--- config.mk ---
export PLATFORM = sky130hd
export DESIGN_NAME = ttl_key_value_table_unit
export DESIGN_NICKNAME = d
export VERILOG_FILES = /design/src/hw/rtl/ttl_kvt_pkg.sv /design/src/hw/rtl/ttl_kvt_ctrl.sv /design/src/hw/rtl/ttl_kvt_dp.sv /design/src/hw/rtl/ttl_key_value_table_unit.sv
export SDC_FILE = /design/constraint.sdc
export NUM_CORES = 2
export LEC_CHECK = 0
export BUFFER_PORTS_ARGS = -buffer_cell sky130_fd_sc_hd__buf_2
export CORE_ASPECT_RATIO = 0.6
export CORE_MARGIN = 2
export CORE_UTILIZATION = 40
export CTS_CLUSTER_SIZE = 10
export DETAILED_ROUTE_END_ITERATION = 16
export MAX_ROUTING_LAYER = met4
export SETUP_SLACK_MARGIN = 0.1
export SLEW_MARGIN = 25
export SYNTH_ARGS = -nofsm -noshare
export SYNTH_HDL_FRONTEND = slang
export SYNTH_SLANG_ARGS = --single-unit
export TNS_END_PERCENT = 50
--- constraint.sdc ---
create_clock -name clock -period 9.8 [get_ports clock]
set_clock_uncertainty 0.05 [all_clocks]
set_input_delay 1.96 -clock clock [delete_from_list [all_inputs] [get_ports clock]]
set_output_delay 1.96 -clock clock [all_outputs]
set_load 0.02 [all_outputs]
--- src/hw/rtl/ttl_kvt_pkg.sv ---
// ----------------------------------------------------------------------------
// ttl_kvt_pkg
// Shared types and constants of the key-value table with expiry: table size,
// operation and status codes, controller states and the control interface.
// ----------------------------------------------------------------------------
package ttl_kvt_pkg;

   localparam int ENTRIES  = 16;
   localparam int IDX_W    = (ENTRIES > 1) ? $clog2(ENTRIES) : 1;
   localparam int CNT_W    = $clog2(ENTRIES + 1);
   localparam int KEY_W    = 32;
   localparam int VALUE_W  = 32;
   localparam int TICK_W   = 31;

   typedef enum logic [1:0] {
      FN_PUT  = 2'd0,
      FN_GET  = 2'd1,
      FN_DEL  = 2'd2,
      FN_TICK = 2'd3
   } func_type;

   typedef enum logic [1:0] {
      RS_HIT  = 2'd0,
      RS_MISS = 2'd1,
      RS_FULL = 2'd2
   } status_type;

   typedef enum logic [1:0] {
      ST_IDLE,
      ST_SCAN,
      ST_WRITE
   } state_type;

   typedef struct packed {
      logic [KEY_W-1:0]   key;
      logic [VALUE_W-1:0] value;
      logic [TICK_W-1:0]  expiry;
   } entry_type;

   // Commands from the controller to the datapath.
   typedef struct packed {
      logic load;
      logic scan_en;
      logic commit;
   } cmd_type;

   // Status from the datapath to the controller.
   typedef struct packed {
      logic scan_done;
      logic rsp_busy;
   } stat_type;

endpackage

--- src/hw/rtl/ttl_kvt_ctrl.sv ---
// ----------------------------------------------------------------------------
// ttl_kvt_ctrl
// Controller: accepts a request word, runs the table scan and schedules the
// write-back and response load in the datapath.
// ----------------------------------------------------------------------------
module ttl_kvt_ctrl (
   input  logic                  clock,
   input  logic                  reset,
   input  logic                  req_valid,
   input  logic [1:0]            req_func,
   output logic                  req_ready,
   input  ttl_kvt_pkg::stat_type stat,
   output ttl_kvt_pkg::cmd_type  cmd
);
   import ttl_kvt_pkg::*;

   state_type state_ff;
   state_type state_in;

   always_ff @(posedge clock) begin
      if (reset) begin
         state_ff <= ST_IDLE;
      end else begin
         state_ff <= state_in;
      end
   end

   always_comb begin
      state_in    = state_ff;
      req_ready   = 1'b0;
      cmd         = '0;
      case (state_ff)
         ST_IDLE: begin
            req_ready = 1'b1;
            if (req_valid) begin
               cmd.load = 1'b1;
               // A tick completes in the datapath at the accept edge.
               if (func_type'(req_func) != FN_TICK) begin
                  state_in = ST_SCAN;
               end
            end
         end
         ST_SCAN: begin
            cmd.scan_en = 1'b1;
            if (stat.scan_done) begin
               state_in = ST_WRITE;
            end
         end
         ST_WRITE: begin
            // Wait until the response register can take the new word.
            if (!stat.rsp_busy) begin
               cmd.commit = 1'b1;
               state_in   = ST_IDLE;
            end
         end
         default: begin
            state_in = ST_IDLE;
         end
      endcase
   end

endmodule

--- src/hw/rtl/ttl_kvt_dp.sv ---
// ----------------------------------------------------------------------------
// ttl_kvt_dp
// Datapath: request registers, tick counter, entry memory with valid bits,
// the pipelined compare stage of the scan and the response register.
// ----------------------------------------------------------------------------
module ttl_kvt_dp (
   input  logic                                   clock,
   input  logic                                   reset,
   input  logic [1:0]                             req_func,
   input  logic signed [ttl_kvt_pkg::KEY_W-1:0]   req_key,
   input  logic signed [ttl_kvt_pkg::VALUE_W-1:0] req_value,
   input  logic [ttl_kvt_pkg::TICK_W-1:0]         req_expiry,
   input  ttl_kvt_pkg::cmd_type                   cmd,
   output ttl_kvt_pkg::stat_type                  stat,
   output logic                                   rsp_valid,
   input  logic                                   rsp_ready,
   output logic [1:0]                             rsp_status,
   output logic signed [ttl_kvt_pkg::VALUE_W-1:0] rsp_read_value
);
   import ttl_kvt_pkg::*;

   // Request registers.
   func_type            func_ff;
   logic [KEY_W-1:0]    key_ff;
   logic [VALUE_W-1:0]  value_ff;
   logic [TICK_W-1:0]   expiry_ff;

   logic [TICK_W-1:0]   now_ff;
   logic [TICK_W-1:0]   now_in;

   // Entry storage.
   entry_type           mem [ENTRIES];
   logic [ENTRIES-1:0]  valid_ff;
   logic [ENTRIES-1:0]  valid_in;
   logic                mem_we;
   logic [IDX_W-1:0]    wr_addr;
   logic [IDX_W-1:0]    rd_addr;
   entry_type           rd_entry_ff;
   logic                rd_valid_ff;

   // Scan pipeline.
   logic [CNT_W-1:0]    cnt_ff;
   logic [CNT_W-1:0]    cnt_in;
   logic                issue;
   logic                cmp_vld_ff;
   logic [IDX_W-1:0]    cmp_idx_ff;
   logic                match;
   logic                free;

   logic                hit_ff;
   logic                hit_in;
   logic [IDX_W-1:0]    hit_idx_ff;
   logic [IDX_W-1:0]    hit_idx_in;
   logic [VALUE_W-1:0]  hit_value_ff;
   logic [VALUE_W-1:0]  hit_value_in;
   logic [TICK_W-1:0]   hit_expiry_ff;
   logic [TICK_W-1:0]   hit_expiry_in;
   logic                free_found_ff;
   logic                free_found_in;
   logic [IDX_W-1:0]    free_idx_ff;
   logic [IDX_W-1:0]    free_idx_in;

   // Response register.
   logic                rsp_valid_ff;
   logic                rsp_valid_in;
   status_type          rsp_status_ff;
   status_type          rsp_status_in;
   logic [VALUE_W-1:0]  rsp_value_ff;
   logic [VALUE_W-1:0]  rsp_value_in;

   always_ff @(posedge clock) begin
      if (cmd.load) begin
         func_ff   <= func_type'(req_func);
         key_ff    <= req_key;
         value_ff  <= req_value;
         expiry_ff <= req_expiry;
      end
   end

   always_comb begin
      now_in = now_ff;
      if (cmd.load && func_type'(req_func) == FN_TICK && now_ff != '1) begin
         now_in = now_ff + TICK_W'(1);
      end
   end

   // Scan: one entry is read per cycle and compared in the next.
   assign issue   = cmd.scan_en && (cnt_ff != CNT_W'(ENTRIES));
   assign rd_addr = cnt_ff[IDX_W-1:0];

   always_comb begin
      cnt_in = cnt_ff;
      if (cmd.load) begin
         cnt_in = '0;
      end else if (issue) begin
         cnt_in = cnt_ff + CNT_W'(1);
      end
   end

   assign match = cmp_vld_ff && rd_valid_ff && (rd_entry_ff.key == key_ff);
   assign free  = cmp_vld_ff && !rd_valid_ff;

   always_comb begin
      hit_in        = hit_ff;
      hit_idx_in    = hit_idx_ff;
      hit_value_in  = hit_value_ff;
      hit_expiry_in = hit_expiry_ff;
      free_found_in = free_found_ff;
      free_idx_in   = free_idx_ff;
      if (cmd.load) begin
         hit_in        = 1'b0;
         free_found_in = 1'b0;
      end else begin
         // Keys are unique among valid entries, so at most one match occurs.
         if (match) begin
            hit_in        = 1'b1;
            hit_idx_in    = cmp_idx_ff;
            hit_value_in  = rd_entry_ff.value;
            hit_expiry_in = rd_entry_ff.expiry;
         end
         if (free && !free_found_ff) begin
            free_found_in = 1'b1;
            free_idx_in   = cmp_idx_ff;
         end
      end
   end

   assign stat.scan_done = (cnt_ff == CNT_W'(ENTRIES)) && !cmp_vld_ff;
   assign stat.rsp_busy  = rsp_valid_ff && !rsp_ready;

   // Write-back and response word.
   always_comb begin
      mem_we        = 1'b0;
      wr_addr       = hit_ff ? hit_idx_ff : free_idx_ff;
      valid_in      = valid_ff;
      rsp_status_in = rsp_status_ff;
      rsp_value_in  = rsp_value_ff;
      rsp_valid_in  = rsp_valid_ff;
      if (rsp_ready) begin
         rsp_valid_in = 1'b0;
      end
      if (cmd.commit) begin
         rsp_valid_in  = 1'b1;
         rsp_status_in = RS_MISS;
         rsp_value_in  = '0;
         case (func_ff)
            FN_PUT: begin
               if (hit_ff || free_found_ff) begin
                  mem_we            = 1'b1;
                  valid_in[wr_addr] = 1'b1;
                  rsp_status_in     = RS_HIT;
               end else begin
                  rsp_status_in = RS_FULL;
               end
            end
            FN_GET: begin
               if (hit_ff && hit_expiry_ff >= now_ff) begin
                  rsp_status_in = RS_HIT;
                  rsp_value_in  = hit_value_ff;
               end
            end
            FN_DEL: begin
               if (hit_ff) begin
                  valid_in[hit_idx_ff] = 1'b0;
                  rsp_status_in        = RS_HIT;
               end
            end
            default: begin
               rsp_status_in = RS_MISS;
            end
         endcase
      end
   end

   always_ff @(posedge clock) begin
      if (mem_we) begin
         mem[wr_addr] <= '{key: key_ff, value: value_ff, expiry: expiry_ff};
      end
      rd_entry_ff <= mem[rd_addr];
   end

   always_ff @(posedge clock) begin
      rd_valid_ff   <= valid_ff[rd_addr];
      cmp_idx_ff    <= rd_addr;
      hit_idx_ff    <= hit_idx_in;
      hit_value_ff  <= hit_value_in;
      hit_expiry_ff <= hit_expiry_in;
      free_idx_ff   <= free_idx_in;
      rsp_status_ff <= rsp_status_in;
      rsp_value_ff  <= rsp_value_in;
   end

   always_ff @(posedge clock) begin
      if (reset) begin
         now_ff        <= '0;
         valid_ff      <= '0;
         cnt_ff        <= '0;
         cmp_vld_ff    <= 1'b0;
         hit_ff        <= 1'b0;
         free_found_ff <= 1'b0;
         rsp_valid_ff  <= 1'b0;
      end else begin
         now_ff        <= now_in;
         valid_ff      <= valid_in;
         cnt_ff        <= cnt_in;
         cmp_vld_ff    <= issue;
         hit_ff        <= hit_in;
         free_found_ff <= free_found_in;
         rsp_valid_ff  <= rsp_valid_in;
      end
   end

   assign rsp_valid      = rsp_valid_ff;
   assign rsp_status     = rsp_status_ff;
   assign rsp_read_value = rsp_value_ff;

`ifndef SYNTH
   a_commit_free: assert property (@(posedge clock) disable iff (reset)
      cmd.commit |-> !(rsp_valid_ff && !rsp_ready))
      else $error("response overwritten before it was taken");

   a_cnt_range: assert property (@(posedge clock) disable iff (reset)
      cnt_ff <= CNT_W'(ENTRIES))
      else $error("scan counter beyond table size");

   a_rsp_from_commit: assert property (@(posedge clock) disable iff (reset)
      $rose(rsp_valid_ff) |-> $past(cmd.commit))
      else $error("response word without a commit");

   a_cmp_from_scan: assert property (@(posedge clock) disable iff (reset)
      cmp_vld_ff |-> $past(cmd.scan_en))
      else $error("compare stage active outside a scan");
`endif

endmodule

--- src/hw/rtl/ttl_key_value_table_unit.sv ---
// ----------------------------------------------------------------------------
// ttl_key_value_table_unit
// Key-value table of sixteen entries with per-entry expiry tick.
// ----------------------------------------------------------------------------
// Usage: a request word on the req_ channel carries an operation (put, get,
// delete or tick), a key, a value and an absolute expiry tick. Put, get and
// delete each return one response word on the rsp_ channel with a status
// (hit, miss or table full) and, on a get hit, the stored value. A tick
// advances the internal time counter and returns no word.
// A tick is taken and done in the cycle of its accept. Any other request scans
// every entry of the table memory, one read per cycle plus one compare stage,
// then writes back; the next request is taken only once the controller is
// back in idle after the write-back. The scan runs through the single read
// port of the entry memory.
// The response sits in an output register: if the receiver stalls, the next
// request is still accepted and scanned, and only its write-back waits until
// the pending word is taken.
// Reset clears the time counter, all entry valid bits and the response valid flag.
// ----------------------------------------------------------------------------
module ttl_key_value_table_unit (
   input  logic                                   clock,
   input  logic                                   reset,
   input  logic                                   req_valid,
   output logic                                   req_ready,
   input  logic [1:0]                             req_func,
   input  logic signed [ttl_kvt_pkg::KEY_W-1:0]   req_key,
   input  logic signed [ttl_kvt_pkg::VALUE_W-1:0] req_value,
   input  logic [ttl_kvt_pkg::TICK_W-1:0]         req_expiry,
   output logic                                   rsp_valid,
   input  logic                                   rsp_ready,
   output logic [1:0]                             rsp_status,
   output logic signed [ttl_kvt_pkg::VALUE_W-1:0] rsp_read_value
);
   import ttl_kvt_pkg::*;

   cmd_type  cmd;
   stat_type stat;

   ttl_kvt_ctrl u_ctrl (
      .clock     (clock),
      .reset     (reset),
      .req_valid (req_valid),
      .req_func  (req_func),
      .req_ready (req_ready),
      .stat      (stat),
      .cmd       (cmd)
   );

   ttl_kvt_dp u_dp (
      .clock          (clock),
      .reset          (reset),
      .req_func       (req_func),
      .req_key        (req_key),
      .req_value      (req_value),
      .req_expiry     (req_expiry),
      .cmd            (cmd),
      .stat           (stat),
      .rsp_valid      (rsp_valid),
      .rsp_ready      (rsp_ready),
      .rsp_status     (rsp_status),
      .rsp_read_value (rsp_read_value)
   );

endmodule

==> summary.md <==
| Metric | Value |
|---|---|
| Multi-input logic area | around 0.014 sq mm |
| Initial antenna violation count | 14 |
| Register area | 0.05489 sq mm |
| Syn_area_per_cell | 23.52 sq um |
| Slew @ Worst Pin | 1.117 ns |
| # rows | approximately 120 |
| Commonest non-fill, non-tap cell in the layout | edfxtp_1 |
| Clock Tree Root | clkbuf_16 |
| Hold path cells | 0 |
| # resized after CTS | 0 |
| Max cap viols | 0 |
| DRT Pass-1 Iters | 5 |
| Largest net degree at the start of global routing | 150 |
| Clock Latency Late Sink | 0.86 ns |
| Slowest-stage cell, CP | buf_4 |
| Share of layout cells above drive strength 1 | 0.2756 |
| Finish-stage setup viols | 0 |
| Post-Route WL | 159.6 mm |
| GRT Total Usage | 0.1874 |
| Final min period | 5.033 ns |
| H-tree depth | 4 |
| Leakage power | 24.22 nW |
| TritonCTS clock tree | built |
| DRT iter0 DRCs | 3,594 |
| Antenna-violating nets left | 0 |
| Post-synth ARST share | 0 |
| Netlist cell types | 58 |
| Vert. Die Dim | 326.4 um |
| Crit path cell chain | buf_2, nor2b_1, nand2b_1, or3_1, nor2_1, nand2_1, nor2_4, buf_4, buf_4 |
| CTS Buf Count | 214 |
| Pwr Density | 207.9 mW/mm^2 |
| RSZ-0062 raised after global routing | false |
| Ports | about 140 |
| Fmax | 0.1987 GHz |
| EDFF count, synth | 1,722 |
| Max incr delay on CP | slightly below 0.9 ns |
| Final worst-path cycle share | 0.5136 |
| Setup crit start kind | primary input |
| Die ar. | around 0.18 sq mm |
| Post-Syn Area | 0.06928 sq mm |
| Num Clock Sinks | ~1,900 |
| Die X | 541.3 um |
| Hold Vio Cnt, Final | 0 |
| Most used DFF post-synth | edfxtp_1 |
| Slew Viols, Final | 0 |
| Gpl congestion | ~0.77 |
| Synth warnings | 0 |
| Hold slack | 0.3077 ns |
| Post-Syn Instances | slightly below 3,000 |
| Routed vias/inst | 5.495 |
| Clk pin slew, worst setup/hold paths | approximately 0.060 ns |
| Hold WC Path Type | flip-flop to flip-flop |
| DRC viols | 0 |
| Final TNS setup | 0 ns |
| CP Data Required Time | 10.19 ns |
| Post-DR wirelength/cell | 28.04 um |
| Core area | approximately 0.17 sq mm |
| Sequential share of the synthesized area | 0.7921 |
| Seq cells post-synth | 1,880 |
| Setup crit end kind | flip-flop |
| Fillers | 14,004 |
| Vias in the first global route | 31,626 |
| CP Class | primary input to flip-flop |
| Most frequent CP cell | buf_4 |
| Commonest non-fill, non-tap cells in the layout | edfxtp_1, mux4_2, clkbuf_16 |
| Synth-to-Final Area Change | 14.14% |
| Port bufs | 136 |
| DP HPWL | 89.99 mm |
| First-pass GRT wire length | 231.8 mm |
| Vias | between 30,000 and 40,000 |
| Initial Utilization | 0.4021 |
| Syn nets | 3,081 |
| Peak fanout along the critical path | 51 |
| Status | complete, no violations |
| Rel. slew slack | 0.2555 |
| Clock buffer depth | 4 |
| Cell depth of the worst setup path | 9 |
| Cts hold-fix bufs | 0 |
| VDD IR max | 0.1591 mV |
| Nets@finish | 3,370 |
| Crit path DAT | 5.42 ns |
| Setup bufs post-CTS | 0 |
| GRT overflow | 0 |
| Buf+Inv Stages, Crit Path | 3 |
| Reg2reg path depth | 7 |
| Critical path's top delay family | buffers and inverters |
==> synth_stat cells, types with 18 or more instances <==
| master | number | area [sq um] |
|---|---|---|
| xor2_1 | 32 | 280.3 |
| xnor2_1 | 32 | 280.3 |
| a211oi_1 | 18 | 135.1 |
| clkbuf_1 | 68 | 255.2 |
| dfxtp_1 | 158 | 3163 |
| inv_1 | 39 | 146.4 |
| a21oi_1 | 37 | 185.2 |
| mux4_2 | 480 | 10810 |
| nand4_1 | 25 | 156.4 |
| edfxtp_1 | 1722 | 51710 |
| and2_1 | 33 | 206.5 |
| ha_1 | 34 | 425.4 |
| nand2_1 | 23 | 86.33 |
| nor2_1 | 69 | 259.0 |
| buf_2 | 30 | 150.1 |
| nand3_1 | 22 | 110.1 |
==> per-stage QoR <==
step / std cells / cell area (sq um) / power [mW] / utilization / worst slack (ns)
after CTS: 5686 / 79020 / 16.60 / 0.4586 / 4.894
after floorplan: 2946 / 69280 / 9.302 / - / 1.724
after global routing: 5691 / 79070 / 16.97 / 0.4589 / 4.637
after global placement: 5297 / 72870 / 9.474 / 0.4229 / 3.996
after detailed placement: 5298 / 72890 / 9.481 / 0.4231 / 4.024
final: 5692 / 79070 / 16.44 / 0.4589 / 4.767
==> worst paths after layout <==
| check | slack, ns | from | to |
|---|---|---|---|
| setup / recovery | 4.77 | rsp_ready | u_dp.mem[7][28]$_DFFE_PP_ |
| hold / removal | 0.31 | u_dp.rd_entry_ff[38]$_DFF_P_ | u_dp.hit_value_ff[7]$_DFFE_PP_ |
| setup reg to reg | 5.52 | u_dp.key_ff[4]$_DFFE_PP_ | u_dp.hit_value_ff[28]$_DFFE_PP_ |
| hold reg to reg | 0.31 | u_dp.rd_entry_ff[38]$_DFF_P_ | u_dp.hit_value_ff[7]$_DFFE_PP_ |
==> report_power, final <==
part | switching [mW] | leakage [nW] | internal, mW
combinational | 0.183 | 4.39 | 0.174
clock | 3.01 | 2.91 | 4.13
sequential | 0.132 | 16.9 | 8.82
total | 3.32 | 24.2 | 13.1
==> worst reg2reg max path, stage by stage, from the launching register on <==
cell and delay [ns]:
edfxtp_1 0.65, xor2_1 0.27, nor4_1 0.59, nand4_1 0.27, or4_1 0.75, nor2_4 0.43, buf_16 0.24, buf_4 0.56
==> routing by layer <==
metal	vias to the layer above	wire [um]	track usage
met5	-	0	-
met2	1254	65260	0.2418
li1	12998	-	-
met3	217	15150	0.05663
met1	16809	76940	0.2920
met4	0	2270	0.03304
==> flip-flops by register name (all words and copies together), names as in the netlist <==
register,count
u_ctrl.state_ff,2
u_dp.cmp_idx_ff,4
u_dp.cmp_vld_ff,1
u_dp.cnt_ff,5
u_dp.expiry_ff,31
u_dp.free_found_ff,1
u_dp.free_idx_ff,4
u_dp.func_ff,2
u_dp.hit_expiry_ff,31
u_dp.hit_ff,1
u_dp.hit_idx_ff,4
u_dp.hit_value_ff,32
u_dp.key_ff,32
u_dp.mem,1520
u_dp.now_ff,31
u_dp.rd_entry_ff,95
u_dp.rd_valid_ff,1
u_dp.rsp_read_value,32
u_dp.rsp_status,2
u_dp.rsp_valid,1
u_dp.valid_ff,16
u_dp.value_ff,32
==> cell families after synthesis <==
logic type,Yosys count,share of synthesized area
DFF,1880,0.7921
muxes,482,0.1564
and+or+nand+nor,239,0.01875
buffers and inverters,166,0.01095
AOI/OAI and AO/OA,81,0.007622
xor gates and xnor gates,64,0.008091
adders and majority gates,34,0.006141
==> area by class of cell <==
cell class | count | share of cell area
timing repair buffer | 200 | 0.01587
antenna | 5 | 0.0001582
multi-input combinational | 900 | 0.1744
sequential | 1880 | 0.6942
clock inverter | 6 | 0.0009969
tap | 2280 | 0.03608
clock buffer | 382 | 0.07649
inverter | 39 | 0.001851
(Power assumes the default switching activity.)
